### src/lfu_pkg.sv
// Shared types and constants for the LFU cache with LRU tie-break.
`timescale 1ns / 1ps
`default_nettype none
package lfu_pkg;

    localparam int KEY_W   = 32;
    localparam int DATA_W  = 31;
    localparam int COUNT_W = 32;
    localparam int CAP_W   = 5;
    localparam int APB_DW  = 32;
    localparam int APB_AW  = 3;
    localparam int REG_IW  = APB_AW - 2;

    localparam logic CMD_GET = 1'b0;
    localparam logic CMD_PUT = 1'b1;

    localparam logic [REG_IW-1:0] REG_CAPACITY = 1'd0;
    localparam logic [CAP_W-1:0]  CAPACITY_RST = 5'd16;

    typedef struct packed {
        logic found;
        logic have_victim;
        logic have_free;
    } scan_flags_t;

    typedef enum logic [1:0] {
        UPD_NONE,
        UPD_TOUCH,
        UPD_INSERT
    } upd_mode_t;

endpackage
`default_nettype wire

### src/lfu_mem.sv
// Entry storage: one write port, one registered read port.
`timescale 1ns / 1ps
`default_nettype none
module lfu_mem
    import lfu_pkg::*;
#(
    parameter int N  = 16,
    parameter int IW = 4,
    parameter int RW = 4
)
(
    input  wire logic               clk,
    input  wire logic               rd_en,
    input  wire logic [IW-1:0]      rd_addr,
    output logic                    rd_valid,
    output logic [KEY_W-1:0]        rd_key,
    output logic [DATA_W-1:0]       rd_data,
    output logic [COUNT_W-1:0]      rd_count,
    output logic [RW-1:0]           rd_rank,
    input  wire logic               wr_en,
    input  wire logic [IW-1:0]      wr_addr,
    input  wire logic               wr_valid,
    input  wire logic [KEY_W-1:0]   wr_key,
    input  wire logic [DATA_W-1:0]  wr_data,
    input  wire logic [COUNT_W-1:0] wr_count,
    input  wire logic [RW-1:0]      wr_rank
);

    logic               valid_mem [N];
    logic [KEY_W-1:0]   key_mem   [N];
    logic [DATA_W-1:0]  data_mem  [N];
    logic [COUNT_W-1:0] count_mem [N];
    logic [RW-1:0]      rank_mem  [N];

    always_ff @(posedge clk)
    begin
        if (wr_en)
        begin
            valid_mem[wr_addr] <= wr_valid;
            key_mem[wr_addr]   <= wr_key;
            data_mem[wr_addr]  <= wr_data;
            count_mem[wr_addr] <= wr_count;
            rank_mem[wr_addr]  <= wr_rank;
        end
    end

    always_ff @(posedge clk)
    begin
        if (rd_en)
        begin
            rd_valid <= valid_mem[rd_addr];
            rd_key   <= key_mem[rd_addr];
            rd_data  <= data_mem[rd_addr];
            rd_count <= count_mem[rd_addr];
            rd_rank  <= rank_mem[rd_addr];
        end
    end

endmodule
`default_nettype wire

### src/lfu_scan.sv
// Compare unit: accumulates hit, victim and first free slot over a scan.
`timescale 1ns / 1ps
`default_nettype none
module lfu_scan
    import lfu_pkg::*;
#(
    parameter int IW = 4,
    parameter int RW = 4
)
(
    input  wire logic               clk,
    input  wire logic               rst_n,
    input  wire logic               clr,
    input  wire logic               en,
    input  wire logic [IW-1:0]      idx,
    input  wire logic [KEY_W-1:0]   key,
    input  wire logic               e_valid,
    input  wire logic [KEY_W-1:0]   e_key,
    input  wire logic [DATA_W-1:0]  e_data,
    input  wire logic [COUNT_W-1:0] e_count,
    input  wire logic [RW-1:0]      e_rank,
    output scan_flags_t             flags,
    output logic [IW-1:0]           hit_idx,
    output logic [RW-1:0]           hit_rank,
    output logic [DATA_W-1:0]       hit_data,
    output logic [IW-1:0]           victim_idx,
    output logic [RW-1:0]           victim_rank,
    output logic [KEY_W-1:0]        victim_key,
    output logic [IW-1:0]           free_idx
);

    scan_flags_t        flags_reg;
    logic [IW-1:0]      hit_idx_reg;
    logic [RW-1:0]      hit_rank_reg;
    logic [DATA_W-1:0]  hit_data_reg;
    logic [IW-1:0]      victim_idx_reg;
    logic [RW-1:0]      victim_rank_reg;
    logic [KEY_W-1:0]   victim_key_reg;
    logic [COUNT_W-1:0] victim_count_reg;
    logic [IW-1:0]      free_idx_reg;

    logic take_hit;
    logic take_victim;
    logic take_free;

    assign take_hit    = en && !flags_reg.found && e_valid && (e_key == key);
    assign take_victim = en && e_valid && (!flags_reg.have_victim
                         || (e_count < victim_count_reg)
                         || ((e_count == victim_count_reg) && (e_rank > victim_rank_reg)));
    assign take_free   = en && !flags_reg.have_free && !e_valid;

    always_ff @(posedge clk or negedge rst_n)
    begin
        if (!rst_n)
        begin
            flags_reg <= '0;
        end
        else if (clr)
        begin
            flags_reg <= '0;
        end
        else
        begin
            if (take_hit)
                flags_reg.found <= 1'b1;
            if (take_victim)
                flags_reg.have_victim <= 1'b1;
            if (take_free)
                flags_reg.have_free <= 1'b1;
        end
    end

    always_ff @(posedge clk)
    begin
        if (take_hit)
        begin
            hit_idx_reg  <= idx;
            hit_rank_reg <= e_rank;
            hit_data_reg <= e_data;
        end
        if (take_victim)
        begin
            victim_idx_reg   <= idx;
            victim_rank_reg  <= e_rank;
            victim_key_reg   <= e_key;
            victim_count_reg <= e_count;
        end
        if (take_free)
            free_idx_reg <= idx;
    end

    assign flags       = flags_reg;
    assign hit_idx     = hit_idx_reg;
    assign hit_rank    = hit_rank_reg;
    assign hit_data    = hit_data_reg;
    assign victim_idx  = victim_idx_reg;
    assign victim_rank = victim_rank_reg;
    assign victim_key  = victim_key_reg;
    assign free_idx    = free_idx_reg;

endmodule
`default_nettype wire

### src/lfu_cache_lru_tiebreak.sv
// Top level: LFU key/value cache with LRU tie-break, sequencer and config port.
// The lookup scan reads every entry once through the single memory read port.
// The memory registers the read data, and the scan unit registers its flags from
// that data. Then comes the decide state and, when the command changes state,
// a read-modify-write pass over every entry. The finish state posts the result,
// and the idle state after it accepts the next transfer. A get miss or a put with
// capacity 0 skips the write pass. The next command is accepted once the previous
// one is posted, while its result may still wait in the output register. A command
// that reaches its post cycle while a result still waits stalls there until
// out_ready. After reset the block runs a clearing pass over every entry before
// in_ready first rises. Capacity is at byte address 0; values above MAX_ENTRIES
// act as MAX_ENTRIES.
`timescale 1ns / 1ps
`default_nettype none
module lfu_cache_lru_tiebreak
    import lfu_pkg::*;
#(
    parameter int MAX_ENTRIES = 16
)
(
    input  wire logic              clk,
    input  wire logic              rst_n,
    input  wire logic              psel,
    input  wire logic              penable,
    input  wire logic              pwrite,
    input  wire logic [APB_AW-1:0] paddr,
    input  wire logic [APB_DW-1:0] pwdata,
    output logic [APB_DW-1:0]      prdata,
    output logic                   pready,
    input  wire logic              in_valid,
    output logic                   in_ready,
    input  wire logic              command,
    input  wire logic [KEY_W-1:0]  key,
    input  wire logic [DATA_W-1:0] value,
    output logic                   out_valid,
    input  wire logic              out_ready,
    output logic                   found,
    output logic [DATA_W-1:0]      read_value,
    output logic                   evicted,
    output logic [KEY_W-1:0]       evicted_key
);

    localparam int IW  = (MAX_ENTRIES > 1) ? $clog2(MAX_ENTRIES) : 1;
    localparam int RW  = IW;
    localparam int NW  = IW + 1;
    localparam int HW  = $clog2(MAX_ENTRIES + 1);
    localparam int CW  = (HW > CAP_W) ? HW : CAP_W;
    localparam logic [NW-1:0] N_CNT = NW'(MAX_ENTRIES);

    typedef enum logic [2:0] {
        ST_CLEAR,
        ST_IDLE,
        ST_SCAN,
        ST_DECIDE,
        ST_UPDATE,
        ST_FINISH
    } state_t;

    state_t             state_reg;
    logic [NW-1:0]      cnt_reg;
    logic               pend_reg;
    logic [IW-1:0]      pend_idx_reg;
    logic [CAP_W-1:0]   capacity_reg;
    logic [HW-1:0]      held_reg;
    logic               cmd_reg;
    logic [KEY_W-1:0]   key_reg;
    logic [DATA_W-1:0]  value_reg;
    upd_mode_t          mode_reg;
    logic               evict_reg;
    logic [IW-1:0]      slot_reg;
    logic               res_found_reg;
    logic [DATA_W-1:0]  res_read_reg;
    logic [KEY_W-1:0]   res_evk_reg;
    logic               out_valid_reg;
    logic               out_found_reg;
    logic [DATA_W-1:0]  out_read_reg;
    logic               out_ev_reg;
    logic [KEY_W-1:0]   out_evk_reg;

    logic               rd_issue;
    logic               rd_valid;
    logic [KEY_W-1:0]   rd_key;
    logic [DATA_W-1:0]  rd_data;
    logic [COUNT_W-1:0] rd_count;
    logic [RW-1:0]      rd_rank;
    logic               wr_en;
    logic [IW-1:0]      wr_addr;
    logic               wr_valid;
    logic [KEY_W-1:0]   wr_key;
    logic [DATA_W-1:0]  wr_data;
    logic [COUNT_W-1:0] wr_count;
    logic [RW-1:0]      wr_rank;

    scan_flags_t        flags;
    logic [IW-1:0]      hit_idx;
    logic [RW-1:0]      hit_rank;
    logic [DATA_W-1:0]  hit_data;
    logic [IW-1:0]      victim_idx;
    logic [RW-1:0]      victim_rank;
    logic [KEY_W-1:0]   victim_key;
    logic [IW-1:0]      free_idx;

    logic               accept;
    logic               cfg_wr;
    logic [CW-1:0]      cap_eff;
    logic               is_put;
    logic               do_touch;
    logic               do_insert;
    logic               do_evict;
    logic [IW-1:0]      slot_pick;
    logic               post;

    assign pready   = 1'b1;
    assign cfg_wr   = psel && penable && pwrite && (paddr[APB_AW-1:2] == REG_CAPACITY);
    assign prdata   = (paddr[APB_AW-1:2] == REG_CAPACITY)
                      ? APB_DW'(capacity_reg) : '0;

    assign in_ready = (state_reg == ST_IDLE);
    assign accept   = in_valid && in_ready;
    assign rd_issue = ((state_reg == ST_SCAN) || (state_reg == ST_UPDATE)) && (cnt_reg < N_CNT);
    assign post     = (state_reg == ST_FINISH) && (!out_valid_reg || out_ready);

    assign cap_eff   = (CW'(capacity_reg) > CW'(MAX_ENTRIES)) ? CW'(MAX_ENTRIES)
                       : CW'(capacity_reg);
    assign is_put    = (cmd_reg == CMD_PUT);
    assign do_touch  = flags.found && (!is_put || (cap_eff != '0));
    assign do_insert = !flags.found && is_put && (cap_eff != '0);
    assign do_evict  = do_insert && (CW'(held_reg) >= cap_eff) && flags.have_victim;
    assign slot_pick = (do_evict && !(flags.have_free && (free_idx < victim_idx)))
                       ? victim_idx : free_idx;

    lfu_mem #(
        .N  (MAX_ENTRIES),
        .IW (IW),
        .RW (RW)
    ) u_mem (
        .clk      (clk),
        .rd_en    (rd_issue),
        .rd_addr  (cnt_reg[IW-1:0]),
        .rd_valid (rd_valid),
        .rd_key   (rd_key),
        .rd_data  (rd_data),
        .rd_count (rd_count),
        .rd_rank  (rd_rank),
        .wr_en    (wr_en),
        .wr_addr  (wr_addr),
        .wr_valid (wr_valid),
        .wr_key   (wr_key),
        .wr_data  (wr_data),
        .wr_count (wr_count),
        .wr_rank  (wr_rank)
    );

    lfu_scan #(
        .IW (IW),
        .RW (RW)
    ) u_scan (
        .clk         (clk),
        .rst_n       (rst_n),
        .clr         (accept),
        .en          (pend_reg && (state_reg == ST_SCAN)),
        .idx         (pend_idx_reg),
        .key         (key_reg),
        .e_valid     (rd_valid),
        .e_key       (rd_key),
        .e_data      (rd_data),
        .e_count     (rd_count),
        .e_rank      (rd_rank),
        .flags       (flags),
        .hit_idx     (hit_idx),
        .hit_rank    (hit_rank),
        .hit_data    (hit_data),
        .victim_idx  (victim_idx),
        .victim_rank (victim_rank),
        .victim_key  (victim_key),
        .free_idx    (free_idx)
    );

    // write-back of one entry per cycle
    always_comb
    begin
        wr_en    = 1'b0;
        wr_addr  = pend_idx_reg;
        wr_valid = rd_valid;
        wr_key   = rd_key;
        wr_data  = rd_data;
        wr_count = rd_count;
        wr_rank  = rd_rank;
        case (state_reg)
            ST_CLEAR:
            begin
                wr_en    = (cnt_reg < N_CNT);
                wr_addr  = cnt_reg[IW-1:0];
                wr_valid = 1'b0;
            end
            ST_UPDATE:
            begin
                wr_en = pend_reg;
                if (mode_reg == UPD_TOUCH)
                begin
                    if (pend_idx_reg == hit_idx)
                    begin
                        wr_rank  = '0;
                        wr_count = (rd_count == '1) ? rd_count : rd_count + 1'b1;
                        if (is_put)
                            wr_data = value_reg;
                    end
                    else if (rd_valid && (rd_rank < hit_rank))
                    begin
                        wr_rank = rd_rank + 1'b1;
                    end
                end
                else
                begin
                    if (pend_idx_reg == slot_reg)
                    begin
                        wr_valid = 1'b1;
                        wr_key   = key_reg;
                        wr_data  = value_reg;
                        wr_count = COUNT_W'(1);
                        wr_rank  = '0;
                    end
                    else if (evict_reg && (pend_idx_reg == victim_idx))
                    begin
                        wr_valid = 1'b0;
                    end
                    else if (rd_valid && !(evict_reg && (rd_rank > victim_rank)))
                    begin
                        wr_rank = rd_rank + 1'b1;
                    end
                end
            end
            default:
            begin
            end
        endcase
    end

    always_ff @(posedge clk or negedge rst_n)
    begin
        if (!rst_n)
        begin
            capacity_reg <= CAPACITY_RST;
        end
        else if (cfg_wr)
        begin
            capacity_reg <= pwdata[CAP_W-1:0];
        end
    end

    always_ff @(posedge clk or negedge rst_n)
    begin
        if (!rst_n)
        begin
            state_reg     <= ST_CLEAR;
            cnt_reg       <= '0;
            pend_reg      <= 1'b0;
            held_reg      <= '0;
            mode_reg      <= UPD_NONE;
            out_valid_reg <= 1'b0;
        end
        else
        begin
            pend_reg <= rd_issue;
            if (post)
                out_valid_reg <= 1'b1;
            else if (out_ready)
                out_valid_reg <= 1'b0;
            case (state_reg)
                ST_CLEAR:
                begin
                    if (cnt_reg < N_CNT)
                    begin
                        cnt_reg <= cnt_reg + 1'b1;
                    end
                    else
                    begin
                        cnt_reg   <= '0;
                        state_reg <= ST_IDLE;
                    end
                end
                ST_IDLE:
                begin
                    if (accept)
                    begin
                        cnt_reg   <= '0;
                        state_reg <= ST_SCAN;
                    end
                end
                ST_SCAN:
                begin
                    if (rd_issue)
                        cnt_reg <= cnt_reg + 1'b1;
                    else if (!pend_reg)
                        state_reg <= ST_DECIDE;
                end
                ST_DECIDE:
                begin
                    cnt_reg <= '0;
                    if (do_insert && !do_evict)
                        held_reg <= held_reg + 1'b1;
                    if (do_touch)
                    begin
                        mode_reg  <= UPD_TOUCH;
                        state_reg <= ST_UPDATE;
                    end
                    else if (do_insert)
                    begin
                        mode_reg  <= UPD_INSERT;
                        state_reg <= ST_UPDATE;
                    end
                    else
                    begin
                        mode_reg  <= UPD_NONE;
                        state_reg <= ST_FINISH;
                    end
                end
                ST_UPDATE:
                begin
                    if (rd_issue)
                        cnt_reg <= cnt_reg + 1'b1;
                    else if (!pend_reg)
                        state_reg <= ST_FINISH;
                end
                ST_FINISH:
                begin
                    if (post)
                        state_reg <= ST_IDLE;
                end
                default:
                begin
                    state_reg <= ST_IDLE;
                end
            endcase
        end
    end

    always_ff @(posedge clk)
    begin
        if (rd_issue)
            pend_idx_reg <= cnt_reg[IW-1:0];
        if (accept)
        begin
            cmd_reg   <= command;
            key_reg   <= key;
            value_reg <= value;
        end
        if (state_reg == ST_DECIDE)
        begin
            evict_reg     <= do_evict;
            slot_reg      <= slot_pick;
            res_found_reg <= flags.found;
            res_read_reg  <= (!is_put && flags.found) ? hit_data : '0;
            res_evk_reg   <= do_evict ? victim_key : '0;
        end
        if (post)
        begin
            out_found_reg <= res_found_reg;
            out_read_reg  <= res_read_reg;
            out_ev_reg    <= evict_reg && (mode_reg == UPD_INSERT);
            out_evk_reg   <= (mode_reg == UPD_INSERT) ? res_evk_reg : '0;
        end
    end

    assign out_valid   = out_valid_reg;
    assign found       = out_found_reg;
    assign read_value  = out_read_reg;
    assign evicted     = out_ev_reg;
    assign evicted_key = out_evk_reg;

endmodule
`default_nettype wire

### config.mk
export PLATFORM = sky130hd
export DESIGN_NAME = lfu_cache_lru_tiebreak
export DESIGN_NICKNAME = d
export VERILOG_FILES = /design/src/lfu_pkg.sv /design/src/lfu_mem.sv /design/src/lfu_scan.sv /design/src/lfu_cache_lru_tiebreak.sv
export SDC_FILE = /design/constraint.sdc
export NUM_CORES = 2
export LEC_CHECK = 0
export BUFFER_PORTS_ARGS = -buffer_cell sky130_fd_sc_hd__buf_2
export CAP_MARGIN = 20
export CORE_ASPECT_RATIO = 0.5
export CORE_UTILIZATION = 48
export CTS_CLUSTER_SIZE = 25
export DETAILED_ROUTE_END_ITERATION = 10
export GPL_TIMING_DRIVEN = 0
export HOLD_SLACK_MARGIN = 0.03
export SYNTH_ARGS = -nofsm -noshare
export SYNTH_HDL_FRONTEND = slang
export SYNTH_SLANG_ARGS = --single-unit
### constraint.sdc
create_clock -name clk -period 23.4 [get_ports clk]
set_input_delay 4.68 -clock clk [delete_from_list [all_inputs] [get_ports clk]]
set_output_delay 4.68 -clock clk [all_outputs]
set_load 0.02 [all_outputs]
* Yosys cells after proc, flatten, opt, wreduce, memory -nomap -nowiden
Memories as Yosys holds them, arrays and structs flattened. A register that Yosys moved wholly into a read port is not among the register bits.
Cells that the tools add are included.
Widths: inputs -> output; s select.
** Operators by class
- Equality and inequality tests :: 21
- $add $sub $neg :: 4
- Reductions and logical operators :: 54
- Bitwise logic cells :: 1
- Magnitude comparators :: 7
- Mux-type cells :: 53
** Operator list (number)
- $mux 32 :: 8
- $mux 31 :: 5
- $eq 32x32->1 :: 2
- $mux 4 :: 9
- $add 32x1->32 const B :: 1
- $eq 32x32->1 const B :: 1
- $lt 32x32->1 :: 1
- $logic_and 1x1->1 :: 29
- $mux 5 :: 5
- $mux 3 :: 8
- $pmux 5 s4 :: 1
- $pmux 3 s6 :: 1
- $eq 4x4->1 :: 3
- $mux 1 :: 12
- $ne 2x2->1 const B :: 6
- $add 5x1->5 const B :: 2
- $logic_not 1->1 :: 9
- $lt 4x4->1 :: 2
- $reduce_bool 2->1 :: 4
- $reduce_and 7->1 :: 1
- $eq 3x2->1 const B :: 2
- $eq 3x3->1 const B :: 2
- $ge 5x5->1 :: 1
- $gt 5x5->1 const B :: 1
- 17 further kinds :: 24
** Storage, ports and cells
- Logic and storage cells :: 176
- Output and inout port bits :: 100
- Bits in registers :: 342
- Memories :: 5
- Input port bits :: 106
- RAM bits :: 1600
** Memories
- u_mem.count_mem :: words 16, bits a word 32, read ports 1, clocked after Yosys merged registers in 1, write ports 1, RTL line lfu_mem.sv:32 : logic [COUNT_W-1:0] count_mem [N];
- u_mem.key_mem :: words 16, bits a word 32, read ports 1, clocked after Yosys merged registers in 1, write ports 1, RTL line lfu_mem.sv:30 : logic [KEY_W-1:0] key_mem [N];
- u_mem.data_mem :: words 16, bits a word 31, read ports 1, clocked after Yosys merged registers in 1, write ports 1, RTL line lfu_mem.sv:31 : logic [DATA_W-1:0] data_mem [N];
- u_mem.rank_mem :: words 16, bits a word 4, read ports 1, clocked after Yosys merged registers in 1, write ports 1, RTL line lfu_mem.sv:33 : logic [RW-1:0] rank_mem [N];
- u_mem.valid_mem :: words 16, bits a word 1, read ports 1, clocked after Yosys merged registers in 1, write ports 1, RTL line lfu_mem.sv:29 : logic valid_mem [N];

* Longest topological paths before layout
- Depth after elaboration :: 9
- Depth in mapped cells :: 9
- Depth with buffers taken out :: 8

* Hierarchy
From an unflattened synthesis, not the netlist that was laid out.
** Unflattened totals
- Cells, all modules :: 3728
- Area total of the unflattened synthesis :: 78336.4 um^2
** Modules (own cells, without submodules)
- lfu_mem :: times used 1, sequential area each 51049.0 um^2, area each 62776.5 um^2, cells an instance 2560
- lfu_cache_lru_tiebreak :: times used 1, sequential area each 6617.6 um^2, area each 10726.5 um^2, cells an instance 873
- lfu_scan :: times used 1, sequential area each 3528.4 um^2, area each 4833.4 um^2, cells an instance 295

* Least setup slack after synthesis
No wires, ideal clock.
- Kind :: in2out
- From :: input port paddr[2]
- To :: output port prdata[0]
- Stages :: 1
- Path slack :: 13.736 ns
- Data arrival time :: 4.984 ns
- Required time :: 18.720 ns
- Path buffers :: 0
- Path through :: nor2b_1
** Between the ends
- Cells in the longest elaborated chain, start to end :: 1
** Ends and longest elaborated chain
- start, declared :: RTL line lfu_cache_lru_tiebreak.sv:26 : input wire logic [APB_AW-1:0] paddr,
- $mux 5 :: RTL line lfu_cache_lru_tiebreak.sv:116 : ? APB_DW'(capacity_reg) : '0;
- end, declared :: RTL line lfu_cache_lru_tiebreak.sv:28 : output logic [APB_DW-1:0] prdata,
Every way passes these cells.

* Worst setup path after layout
- From :: input port paddr[2]
- To :: output port prdata[3]
The elaborated chain is that of the path after synthesis.

==> impl_metrics.env <==
export IMPL_reg2reg_depth=9
export IMPL_wire_per_inst_um=30.1
export IMPL_maxSlewViolCount=0
export IMPL_slowest_delay_ns=0.17
export IMPL_wl_um=193000
export IMPL_clock_latency_ns=0.81
export IMPL_cts_resized_gates=0
export IMPL_syn_inst=3533
export IMPL_cp_buffers_inverters=2
export IMPL_ctsHoldBuffers=0
export IMPL_cts_sinks=2042
export IMPL_hp_class="flop to flop"
export IMPL_power_leakage_nw=29.1
export IMPL_min_path_cells=0
export IMPL_num_rows=104
export IMPL_ys_seq_area_frac=0.781
export IMPL_layout_drive_gt1_share=0.287
export IMPL_timing_setup_tns_ns=0
export IMPL_ys_ff_latch=2042
export IMPL_avgViaCountPerCell=5.93
export IMPL_track_usage=0.235
export IMPL_dieArea_um2=165000
export IMPL_period_minus_slack_ns=9.77
export IMPL_place_port_buffers=148
export IMPL_io_pins=206
export IMPL_final_common_cell="edfxtp_1"
export IMPL_max_vdd_ir_drop_mv=0.0645
export IMPL_status="complete, but fails checks"
export IMPL_grt_ovfl_total=0
export IMPL_hold_path_end="read_value[6]$_DFFE_PP_"
export IMPL_internal_power_mw=7.80
export IMPL_crit_fanout=6
export IMPL_dp_hpwl_um=123000
export IMPL_crit_path_start_kind="input port"
export IMPL_drt_initial_drc_count=4658
export IMPL_antenna_found_initial=5
export IMPL_switching_share=0.300
export IMPL_max_slew_margin_rel=0.189
export IMPL_synth_distinct_cells=68
export IMPL_place_ws_ns=13.64
export IMPL_regToRegStartpoint="cnt_reg[2]$_DFFE_PN0P_"
export IMPL_h_tree_depth=4
export IMPL_drtPass1Iterations=11
export IMPL_finalPower_mw=11.1
export IMPL_seqPwrFrac=0.469
export IMPL_grt_pass1_wl_um=273000
export IMPL_clkSlewWorstSetupHoldPaths_ns=0.06
export IMPL_clockBufferDepth=3
export IMPL_power_density_nw_per_um2=122
export IMPL_top_regs="u_mem.count_mem (512), u_mem.key_mem (512), u_mem.data_mem (496)"
export IMPL_drc=14
export IMPL_crit_top_cell="buf_2"
export IMPL_clockPowerShare=0.261
export IMPL_syn_area_per_cell_um2=22.2
export IMPL_cts_root_buffer="clkbuf_16"
export IMPL_hold_viol_final=0
export IMPL_core_area_um2=161000
export IMPL_nNetsFinal=4237
export IMPL_start_util=0.485
export IMPL_ys_warn_count=0
export IMPL_cts_tree="done"
export IMPL_layout_common_cells="edfxtp_1 (2017), mux4_2 (500), clkbuf_16 (178)"
export IMPL_synth_edf_count=2017
export IMPL_max_freq_mhz=102
export IMPL_final_area_um2=91000
export IMPL_ant_nets=0
export IMPL_crit_chain="buf_2, nor2b_1, buf_2"
export IMPL_first_global_vias=38127
export IMPL_synthArstFlopShare=0.0122
export IMPL_tightestPinTransition_ns=1.22
export IMPL_synth_top_area_frac=0.773
export IMPL_rsz0062_at_grt="false"
export IMPL_netlist_area_um2=78400
export IMPL_crit_required_ns=18.72
export IMPL_min_period_over_period=0.418
export IMPL_synth_flop_cell="edfxtp_1"
export IMPL_holdWs_ns=0.419
export IMPL_worstPathArrival_ns=5.09
export IMPL_synth_area_leaders="edfxtp_1 (77%), mux4_2 (14%), ha_1 (0.83%), and2_1 (0.78%), dfrtp_1 (0.77%)"
export IMPL_fin_ws_ns=13.63
export IMPL_grt_max_degree=38
export IMPL_crit_family="buffers and inverters"
export IMPL_dpl_cell_area_um2=84900
export IMPL_ff2ff_setup_slack_ns=18.64
export IMPL_areaGrowthSynthToFinish_pct=16.0
export IMPL_timing_rr_end="u_mem.count_mem[11][7]$_DFFE_PP_"
export IMPL_die_x_um=574
export IMPL_finClkSkew_ns=0.0307
export IMPL_violations="design-rule violations"
export IMPL_critPathKind="input port to output pin"
export IMPL_cp_end_kind="output pin"
export IMPL_gp_congestion=0.836
export IMPL_post_cts_buffers=0
export IMPL_finalSetupViolations=0
export IMPL_p_sw_mw=3.34
export IMPL_num_vias=37986
export IMPL_fp_dieH_um=288
export IMPL_critical_path_slowest_cell="buf_2"
export IMPL_drv_cap=0
export IMPL_min_from="res_read_reg[6]$_SDFFCE_PN0P_"
export IMPL_synth_area_leader_cell="edfxtp_1"
export IMPL_cts_buffers=176
export IMPL_pwr_share_comb=0.270
per-stage QoR:
stage	instances	utilization
2_1_floorplan	3559	-
3_3_place_gp	5880	0.507
3_5_place_dp	6037	0.526
4_1_cts	6359	0.561
5_1_grt	6396	0.563
6_report	6401	0.563
layout make-up:
type | instances | area, um^2
antenna | 5 | 12.5
inverter | 64 | 245
clock inverter | 102 | 1020
multi-input combinational | 1276 | 16500
sequential | 2042 | 61200
clock buffer | 220 | 4630
tap | 2173 | 2720
buffer | 177 | 803
timing repair buffer | 342 | 3850
fill | 11827 | 70500
power by group through the flow:
stage	Sequential (mW)	Combinational [mW]	Clock (mW)
2_1_floorplan	5.29	1.74	0
6_report	5.23	3.00	2.91
3_5_place_dp	5.30	2.94	0
4_1_cts	5.23	2.95	2.95
3_3_place_gp	5.46	2.63	0
5_1_grt	5.26	3.20	3.09
synth_stat cells, drive strengths merged (3+ instances only):
cell type,instances
nor4,9
a21oi,31
a211oi,3
a31oi,14
inv,63
o22ai,3
o21a,4
nand3b,3
a2bb2oi,4
xnor2,16
and2,99
or4,4
or3,4
mux2,41
a31o,3
nor2b,15
nand2b,11
clkbuf,103
nor3b,4
nor2,55
buf,74
nand2,146
nand4,24
dfrtp,24
nand3,23
ha,52
o21ai,41
a21o,7
o31ai,12
edfxtp,2017
nor3,21
and4,5
o211ai,10
o311ai,6
mux2i,6
and3,15
mux4,500
a41oi,4
xor2,32
worst max-delay path by stage:
stage,start,end,slack [ns],cells after the start
6_report,paddr[2],prdata[3],13.63,3
5_1_grt,paddr[2],prdata[1],13.59,3
4_1_cts,paddr[2],prdata[3],13.63,3
3_5_place_dp,paddr[2],prdata[3],13.64,3
3_3_place_gp,state_reg[0]$_DFFE_PN0P_,state_reg[0]$_DFFE_PN0P_,4.70,5
2_1_floorplan,paddr[2],prdata[0],13.74,1
cell families (layout without fill, tap and decap cells):
logic type | Yosys count | after routing | share of synthesized area
flops | 2042 | 2042 | 0.781
mux | 547 | 547 | 0.150
simple gates | 443 | 443 | 0.0289
buf+inv | 241 | 905 | 0.0132
compound gates | 158 | 158 | 0.0131
fa+ha+maj | 52 | 52 | 0.00830
xor+xnor | 48 | 48 | 0.00536
other cells | 2 | 33 | 0.0000958
per-layer routing:
layer / track usage / wire [um] / up-vias / share of wire
met5: 0 / 0 / - / 0
met4: 0.0562 / 3370 / 0 / 0.018
met3: 0.0346 / 13700 / 232 / 0.071
met2: 0.374 / 92100 / 1533 / 0.48
met1: 0.347 / 83400 / 20486 / 0.43
li1: - / - / 15735 / -
Power figures use the tool's default switching activity.
